File: src/rtl/ust_pkg.sv
// Shared types and constants for the unordered set table.
// Used by the top level and its port checker; no dependencies.
package ust_pkg;

  localparam int DEPTH  = 16;
  localparam int IDX_W  = $clog2(DEPTH);
  localparam int CNT_W  = $clog2(DEPTH + 1);
  localparam int VAL_W  = 32;
  localparam int CAP_W  = 5;
  localparam int APB_AW = 3;
  localparam int APB_DW = 32;

  // Register word indexes on the APB port
  localparam logic REG_CAPACITY = 1'b0;

  localparam logic [CAP_W-1:0] CAP_RESET = CAP_W'(DEPTH);

  typedef enum logic [1:0] {
    OP_LOOKUP = 2'd0,
    OP_INSERT = 2'd1,
    OP_DELETE = 2'd2,
    OP_SPARE  = 2'd3
  } op_e;

  typedef enum logic [1:0] {
    ST_DONE_OK    = 2'd0,
    ST_INS_FULL   = 2'd1,
    ST_INS_DUP    = 2'd2,
    ST_DEL_ABSENT = 2'd3
  } status_e;

  typedef enum logic [2:0] {
    S_IDLE,
    S_READ,
    S_CMP,
    S_DECIDE,
    S_SHIFT_RD,
    S_SHIFT_WR,
    S_DONE
  } state_e;

  typedef struct packed {
    logic             found;
    logic [CNT_W-1:0] position;
    logic [CNT_W-1:0] count_after;
    status_e          status;
  } result_t;

endpackage

File: src/rtl/unordered_set_table.sv
// Top level of the unordered set table: sequencer, entry memory, APB register.
// Depends on ust_pkg.
//
// Holds up to DEPTH distinct 32-bit values in a packed, ordered array. Each
// transfer is a lookup, insert or delete; it walks the entries one at a time
// through a single memory read port and one 32-bit comparator, reading and then
// comparing each entry examined. A delete then moves every later entry down one
// place, reading and then writing each entry moved. The result is registered in
// S_DECIDE and copied to the output register in S_DONE, and in_ready_o returns
// once the sequencer is back in S_IDLE.
// The block takes one item at a time;
// in_ready_o is low while an item is in flight. The result sits in an output
// register, so a stalled consumer holds only the last stage, and the next
// item waits there until the previous result is taken. capacity_limit (APB
// address 0) caps the fill; values above DEPTH act as DEPTH. Write it only
// while idle.
module unordered_set_table (
  input  logic                        clk_i,
  input  logic                        rst_ni,
  input  logic                        in_valid_i,
  output logic                        in_ready_o,
  input  logic [1:0]                  op_i,
  input  logic signed [31:0]          value_i,
  output logic                        out_valid_o,
  input  logic                        out_ready_i,
  output logic                        found_o,
  output logic [4:0]                  position_o,
  output logic [4:0]                  count_after_o,
  output logic [1:0]                  status_o,
  input  logic                        psel,
  input  logic                        penable,
  input  logic                        pwrite,
  input  logic [ust_pkg::APB_AW-1:0]  paddr,
  input  logic [ust_pkg::APB_DW-1:0]  pwdata,
  output logic [ust_pkg::APB_DW-1:0]  prdata,
  output logic                        pready
);
  import ust_pkg::*;

  state_e             state_q, state_d;
  op_e                op_q, op_d;
  logic [VAL_W-1:0]   value_q, value_d;
  logic [IDX_W-1:0]   idx_q, idx_d;
  logic               found_q, found_d;
  logic [CNT_W-1:0]   count_q, count_d;
  result_t            res_q, res_d;
  result_t            out_q, out_d;
  logic               out_valid_q, out_valid_d;
  logic [CAP_W-1:0]   cap_q;

  logic [VAL_W-1:0]   mem [DEPTH];
  logic [VAL_W-1:0]   rd_data_q;
  logic [IDX_W-1:0]   rd_addr;
  logic               mem_we;
  logic [IDX_W-1:0]   wr_addr;
  logic [VAL_W-1:0]   wr_data;

  logic               in_xfer;
  logic               out_load;
  logic               match;
  logic [CNT_W-1:0]   idx_next;
  logic               full;

  assign in_ready_o = (state_q == S_IDLE);
  assign in_xfer    = in_valid_i && in_ready_o;
  assign out_load   = (state_q == S_DONE) && (!out_valid_q || out_ready_i);
  assign match      = (rd_data_q == value_q);
  assign idx_next   = {1'b0, idx_q} + CNT_W'(1);
  // capacity above DEPTH behaves as DEPTH
  assign full       = (32'(cap_q) > 32'(DEPTH)) ? (32'(count_q) >= 32'(DEPTH))
                                                : (32'(count_q) >= 32'(cap_q));

  // APB register
  assign pready = 1'b1;
  always_comb begin
    prdata = '0;
    if (paddr[2] == REG_CAPACITY) begin
      prdata = APB_DW'(cap_q);
    end
  end

  always_ff @(posedge clk_i or negedge rst_ni) begin
    if (!rst_ni) begin
      cap_q <= CAP_RESET;
    end else if (psel && penable && pwrite && pready && paddr[2] == REG_CAPACITY) begin
      cap_q <= pwdata[CAP_W-1:0];
    end
  end

  // Next state
  always_comb begin
    state_d = state_q;
    unique case (state_q)
      S_IDLE: begin
        if (in_xfer) begin
          state_d = (count_q == '0) ? S_DECIDE : S_READ;
        end
      end
      S_READ: state_d = S_CMP;
      S_CMP: begin
        if (match || idx_next == count_q) begin
          state_d = S_DECIDE;
        end else begin
          state_d = S_READ;
        end
      end
      S_DECIDE: begin
        if (op_q == OP_DELETE && found_q && idx_next < count_q) begin
          state_d = S_SHIFT_RD;
        end else begin
          state_d = S_DONE;
        end
      end
      S_SHIFT_RD: state_d = S_SHIFT_WR;
      S_SHIFT_WR: begin
        // count already decremented: stop once the last live slot is written
        state_d = (idx_next < count_q) ? S_SHIFT_RD : S_DONE;
      end
      S_DONE: begin
        if (out_load) begin
          state_d = S_IDLE;
        end
      end
      default: state_d = S_IDLE;
    endcase
  end

  // Datapath and memory control
  always_comb begin
    op_d        = op_q;
    value_d     = value_q;
    idx_d       = idx_q;
    found_d     = found_q;
    count_d     = count_q;
    res_d       = res_q;
    out_d       = out_q;
    out_valid_d = out_valid_q;
    rd_addr     = idx_q;
    mem_we      = 1'b0;
    wr_addr     = idx_q;
    wr_data     = rd_data_q;

    if (out_valid_q && out_ready_i) begin
      out_valid_d = 1'b0;
    end

    unique case (state_q)
      S_IDLE: begin
        if (in_xfer) begin
          op_d    = op_e'(op_i);
          value_d = value_i;
          idx_d   = '0;
          found_d = 1'b0;
        end
      end
      S_READ: rd_addr = idx_q;
      S_CMP: begin
        if (match) begin
          found_d = 1'b1;
        end else if (idx_next != count_q) begin
          idx_d = idx_next[IDX_W-1:0];
        end
      end
      S_DECIDE: begin
        res_d.found       = found_q;
        res_d.position    = found_q ? {1'b0, idx_q} : count_q;
        res_d.count_after = count_q;
        res_d.status      = ST_DONE_OK;
        unique case (op_q)
          OP_INSERT: begin
            if (found_q) begin
              res_d.status = ST_INS_DUP;
            end else if (full) begin
              res_d.status = ST_INS_FULL;
            end else begin
              mem_we            = 1'b1;
              wr_addr           = count_q[IDX_W-1:0];
              wr_data           = value_q;
              count_d           = count_q + CNT_W'(1);
              res_d.count_after = count_q + CNT_W'(1);
            end
          end
          OP_DELETE: begin
            if (!found_q) begin
              res_d.status = ST_DEL_ABSENT;
            end else begin
              count_d           = count_q - CNT_W'(1);
              res_d.count_after = count_q - CNT_W'(1);
            end
          end
          OP_LOOKUP, OP_SPARE: ;
          default: ;
        endcase
      end
      S_SHIFT_RD: rd_addr = idx_next[IDX_W-1:0];
      S_SHIFT_WR: begin
        mem_we  = 1'b1;
        wr_addr = idx_q;
        wr_data = rd_data_q;
        idx_d   = idx_next[IDX_W-1:0];
      end
      S_DONE: begin
        if (out_load) begin
          out_d       = res_q;
          out_valid_d = 1'b1;
        end
      end
      default: ;
    endcase
  end

  always_ff @(posedge clk_i or negedge rst_ni) begin
    if (!rst_ni) begin
      state_q     <= S_IDLE;
      count_q     <= '0;
      out_valid_q <= 1'b0;
    end else begin
      state_q     <= state_d;
      count_q     <= count_d;
      out_valid_q <= out_valid_d;
    end
  end

  always_ff @(posedge clk_i) begin
    op_q    <= op_d;
    value_q <= value_d;
    idx_q   <= idx_d;
    found_q <= found_d;
    res_q   <= res_d;
    out_q   <= out_d;
  end

  // Entry memory: one write port, one registered read port
  always_ff @(posedge clk_i) begin
    if (mem_we) begin
      mem[wr_addr] <= wr_data;
    end
    rd_data_q <= mem[rd_addr];
  end

  assign out_valid_o   = out_valid_q;
  assign found_o       = out_q.found;
  assign position_o    = 5'(out_q.position);
  assign count_after_o = 5'(out_q.count_after);
  assign status_o      = out_q.status;

endmodule

File: config.mk
export PLATFORM = sky130hd
export DESIGN_NAME = unordered_set_table
export DESIGN_NICKNAME = d
export VERILOG_FILES = /design/src/rtl/ust_pkg.sv /design/src/rtl/unordered_set_table.sv
export SDC_FILE = /design/constraint.sdc
export NUM_CORES = 1
export LEC_CHECK = 0
export BUFFER_PORTS_ARGS = -buffer_cell sky130_fd_sc_hd__buf_2
export CORE_MARGIN = 2
export CORE_UTILIZATION = 35
export CTS_CLUSTER_SIZE = 14
export DETAILED_ROUTE_END_ITERATION = 12
export HOLD_SLACK_MARGIN = 0.15
export SYNTH_ARGS = -nofsm -noshare
export SYNTH_HDL_FRONTEND = slang
export SYNTH_SLANG_ARGS = --single-unit
File: constraint.sdc
create_clock -name clk_i -period 5.9 [get_ports clk_i]
set_input_delay 0.295 -clock clk_i [delete_from_list [all_inputs] [get_ports clk_i]]
set_output_delay 0.295 -clock clk_i [all_outputs]
set_load 0.005 [all_outputs]
### Yosys cells after proc, flatten, opt, wreduce, memory -nomap -nowiden

Memory sizes are Yosys's and may differ from the RTL's. A register that Yosys moved wholly into a read port is not among the register bits.
Cells that the tools add are included.

| operators by class | value |
|---|---|
| $mul | 0 |
| equal/unequal tests | 16 |
| muxes and demuxes | 43 |
| divide/modulo/power cells | 0 |
| $add $sub $neg | 3 |
| bitwise gates (word level) | 1 |
| reductions and logical operators | 22 |
| $lt $le $gt $ge | 4 |
| shift-type cells | 0 |

Operator list:

| kind | count |
|---|---|
| $mux 32 | 4 |
| $mux 4 | 9 |
| $eq 32x32->1 | 1 |
| $pmux 3 s7 | 1 |
| $mux 5 | 4 |
| $pmux 7 s2 | 1 |
| $mux 1 | 12 |
| $mux 2 | 6 |
| $pmux 4 s3 | 1 |
| $pmux 5 s2 | 1 |
| $eq 3x3->1 const B | 3 |
| $logic_and 1x1->1 | 8 |
| $ne 2x2->1 const B | 4 |
| $reduce_and 2->1 | 4 |
| $eq 3x2->1 const B | 2 |
| $mux 3 | 2 |
| $add 4x1->5 const B | 1 |
| $add 5x1->5 const B | 1 |
| $eq 5x5->1 | 1 |
| $ge 5x5->1 | 1 |
| $ge 5x5->1 const B | 1 |
| $gt 5x5->1 const B | 1 |
| $logic_not 5->1 | 1 |
| $lt 5x5->1 | 1 |
| 15 further kinds | 18 |

| storage, ports and cells | value |
|---|---|
| bits in latches | 0 |
| memories | 1 |
| memory bits (read-only) | 0 |
| register bits after elaboration | 79 |
| output and inout port bits | 48 |
| input port bits | 76 |
| logic and storage cells | 107 |
| memory bits (writable) | 512 |

Memory list:

| name | depth | bits a word | rd ports | clocked after memory_dff | wr ports | line | source |
|---|---|---|---|---|---|---|---|
| mem | 16 | 32 | 1 | 1 | 1 | unordered_set_table.sv:51 | `logic [VAL_W-1:0] mem [DEPTH];` |

### Depth between registers and ports, before layout

| logic depth | value |
|---|---|
| word-level depth | 8 |
| mapped depth | 10 |
| depth with buffers taken out | 9 |

### Worst setup path before layout

Ideal clock, no wire load.

| timing | value |
|---|---|
| path type | register to register |
| start point | register count_q[0] |
| end point | memory mem[15][0] (enable) |
| data required time | 5.428 ns |
| path buffers | 2 |
| arrival | 3.770 ns |
| cell stages (with the launch flop) | 11 |
| slack | 1.658 ns |
| library setup time | 0.472 ns |
| period minus slack after synthesis | 4.242 ns |
| cells stage by stage | dfrtp_1 -> clkbuf_1 -> inv_1 -> ha_1 -> nor2b_1 -> o21ai_0 -> a31o_2 -> a2111oi_4 -> buf_2 -> nand2_1 -> o32ai_1 |

| between the ends | value |
|---|---|
| word-level cells in the longest chain between the ends | 8 |
| elaborated cells between the ends (all ways) | 13 |
| those cells by class | order compare (2); mux (11) |

RTL lines:

| item | line | source |
|---|---|---|
| start: declaration | unordered_set_table.sv:45 | `logic [CNT_W-1:0] count_q, count_d;` |
| start signal: assignment | unordered_set_table.sv:219 | `count_q <= count_d;` |
| $ge 5x5->1, on equally long branches | unordered_set_table.sv:71, unordered_set_table.sv:70 |  |
| $mux 1 | unordered_set_table.sv:70 | `assign full = (32'(cap_q) > 32'(DEPTH)) ? (32'(count_q) >= 32'(DEPTH))` |
| $mux 1 | unordered_set_table.sv:173 | `end else if (full) begin` |
| $mux 1 | unordered_set_table.sv:171 | `if (found_q) begin` |
| $mux 1 | unordered_set_table.sv:169 | `unique case (op_q)` |
| $pmux 1 s2 | unordered_set_table.sv:147 | `unique case (state_q)` |
| $mux 1 | unordered_set_table.sv:235 | `if (mem_we) begin` |
| $mux 1 (not written as such) | unordered_set_table.sv:236 | `mem[wr_addr] <= wr_data;` |
| end: declaration | unordered_set_table.sv:51 |  |

Parallel ways exist; a longest one is shown, timed or not.

### Worst setup path in the final report

| timing | value |
|---|---|
| start point | register count_q[0] |
| end point | memory mem[10][30] (enable) |

The elaborated chain is that of the path after synthesis.

==> impl_metrics.py <==
metrics = {
    "synthesis": {
        "synth_edf_count": 577,
        "synthAdderAreaFrac_pct": 0.799,
        "ys_seq_elements": 623,
        "synthSimpleGateAreaFrac_pct": 7.76,
        "synth_cells": 1629,
        "muxShareOfSynthArea_pct": 7.79,
        "synth_top_family_by_area": "multiplexers",
        "synth_area_um2": 25100,
        "ys.flop_type": "edfxtp_1",
        "synthTopCellsByCount": "edfxtp_1, nand2_1, a31oi_1, and3_1, mux2_2",
        "synth_xor_area_share_pct": 1.53,
        "synthMostInstantiatedCell": "edfxtp_1",
        "synth.top_cells.by_area": "edfxtp_1, nand2_1, mux4_2",
        "synth.top_cell.area_share_pct": 69.1,
        "async_reset_ff_share_pct": 2.25,
        "yosysSeqAreaShare_pct": 73.1,
        "synth_compound_area_share_pct": 6.21,
        "yosys.area.top_type": "edfxtp_1",
        "synth.distinct_cells": 60,
        "yosysWarnings": 0,
        "syn_avg_cell_area_um2": 15.4,
    },
    "routing": {
        "drt-total-wl_um": 57100,
        "wl_per_cell_um": 20.9,
        "route.detailed.drc": 0,
        "drt_iter0_markers": 1296,
        "ant_nets": 0,
        "dr_total_vias": 14000,
        "dr.pass1.iters": 7,
        "vias_per_cell": 5.12,
    },
    "place": {
        "gp_congestion": 0.821,
        "placed_cell_area_um2": 26600,
        "post-dp-hpwl_um": 31600,
        "port_buffers": 66,
        "placed_cells": 2579,
        "place_ws_ns": 1.49,
    },
    "min_path": {
        "min_path_type": "in2async",
    },
    "timing": {
        "finalSetupViolCount": 0,
        "slew_violations": 0,
        "timing.slew.headroom_pct": 27.3,
        "worst_hold_slack_ns": 0.206,
        "rsz0062_at_grt": "no",
        "period_share_pct": 74.3,
        "period_needed_ns": 4.38,
        "tightestPinTransition_ns": 1.09,
        "tns_ns": 0,
        "fmax_ghz": 0.228,
        "finClkSkew_ns": 0.0780,
        "layout_setup_ws_ns": 1.52,
        "hold_viol": 0,
    },
    "worst_setup_path": {
        "critical_path.max_fanout": 22,
        "critPathMaxStageDelay_ns": 0.58,
        "startpoint_type": "flop",
        "critPathMostFrequentCell": "buf_4",
        "critPathKind": "reg2reg",
        "endpoint": "mem[10][30]",
        "ff2ff_setup_slack_ns": 1.52,
        "slowest_stage": "a2111oi_4",
        "r2r_start": "count_q[0]",
        "required_ns": 6.17,
        "crit_chain": "inv_1, ha_1, nor2b_1, o21ai_0, a31o_2, a2111oi_4, buf_4, a32oi_1, nor2_4, buf_4",
        "timing.rr.end": "mem[10][30]",
        "worstSetupStartpoint": "count_q[0]",
        "r2r_cells": 10,
        "arrival_ns": 4.65,
        "cp-end-kind": "flop",
    },
    "floorplan": {
        "core_area_um2": 71200,
        "start_util_pct": 35.2,
        "die_y_um": 272,
        "die-area_um2": 73800,
        "die_w_um": 272,
        "row_count": 98,
        "io_pins": 124,
    },
    "clock_network": {
        "htreeDepth": 2,
        "post_cts_buffers": 0,
        "clkSlewWorstSetupHoldPaths_ns": 0.06,
        "cts_resized": 0,
        "clock_latency_ns": 0.66,
        "clk_path_buf_depth": 3,
        "cts-buffers-inserted": 60,
        "cts.sinks": 623,
        "tritoncts": "done",
        "cts_root_buffer": "clkbuf_16",
    },
    "power": {
        "power.net_switching_mw": 5.24,
        "irDropWorstVdd_uv": 502,
        "intPower_mw": 9.97,
        "pwr-share-clk_pct": 25.4,
        "total_power_mw": 15.2,
        "leakage_nw": 9.84,
        "p_seq_share_pct": 40.2,
        "p_per_area_nw_per_um2": 525,
        "swShare_pct": 34.5,
        "combPwrFrac_pct": 34.5,
    },
    "final_layout": {
        "final_nets": 1826,
        "utilization_pct": 40.7,
        "num_antenna_cells": 0,
        "design_area_um2": 29000,
        "post_layout_nonfiller_instances": 2734,
        "drive_above_1_share_pct": 17.3,
        "area_growth_pct": 15.7,
    },
    "outcome": {
        "status": "complete, no violations",
    },
    "global_route": {
        "grt_util_all_layers_pct": 15.3,
        "antenna_found_initial": 0,
        "grt_pass1_vias": 13800,
        "grt_start_max_net_pins": 123,
        "grt-ovfl-total": 0,
        "grt_first_pass_wirelength_um": 85500,
    },
    "job": {
        "max_cap_viol_count": 0,
    },
}
## state kept, by name (all words and copies together) (netlist names), 5 cells and up
signal	count
mem	512
count_after_o	5
value_q	32
cap_q	5
rd_data_q	32
position_o	5
count_q	5
res_q	13
## worst min path at each step
stage                      start  endpoint  slack, ns  cells past startpoint
after floorplan           rst_ni  cap_q[0]    -0.0006                      0
after global placement    rst_ni  cap_q[3]       0.22                      1
after detailed placement  rst_ni  cap_q[3]       0.22                      1
after CTS                 rst_ni  cap_q[4]       0.19                      2
after global routing      rst_ni  cap_q[4]       0.22                      2
final                     rst_ni  cap_q[4]       0.21                      2
## power by group through the flow
stage	combinational (mW)	clock [mW]	sequential, mW
after detailed placement	5.22	0	6.20
after CTS	5.28	3.94	6.11
after floorplan	3.83	0	6.04
after global routing	5.75	4.11	6.15
final	5.24	3.86	6.11
after global placement	5.12	0	6.19
## worst max-delay path, delay by kind of cell (launching register included)
| kind | cells | cell delay [ns] |
|---|---|---|
| buf+inv | 3 | 1.13 |
| compound gates | 4 | 1.40 |
| fa+ha+maj | 1 | 0.33 |
| flops | 1 | 0.54 |
| simple gates | 2 | 0.62 |
## metal layers
metal,part of all wire (%),track usage [%]
met2,45,23.9
met1,46,22.0
met3,6.7,2.76
met4,2.1,4.29
met5,0,0
## logic make-up after synthesis
| logic type | count (synthesis) |
|---|---|
| other | 2 |
| multiplexers | 145 |
| AO/OA/AOI/OAI | 215 |
| AND/OR/NAND/NOR | 442 |
| flip-flops | 623 |
| buffers and inverters | 144 |
| adder cells (fa/ha/maj) | 16 |
| XOR/XNOR | 42 |
## repair_timing
action                     CTS  global route
hold buffers                43             0
hold endpoints to repair    57             0
setup endpoints to repair    0             0
## layout make-up
type | count | area, µm²
Fill cell | 6362 | 42200
Sequential cell | 623 | 18300
Multi-Input combinational cell | 888 | 6390
Clock buffer | 85 | 1700
Tap cell | 950 | 1190
Timing Repair Buffer | 139 | 1010
Clock inverter | 27 | 318
Inverter | 22 | 82.6
## cells in the final DEF (no fill, tap or decap), drive strengths merged, types with 39 or more instances in the layout
cell type    Yosys  final
a31oi           64     64
and3            64     64
buf             66     96
clkbuf          56     85
dlygate4sd3      0     43
edfxtp         577    577
mux2            71     71
mux2i           41     41
nand2          289    289
nor2            39     39
xnor2           39     39
Note: power is estimated with default switching activity, not from simulation.
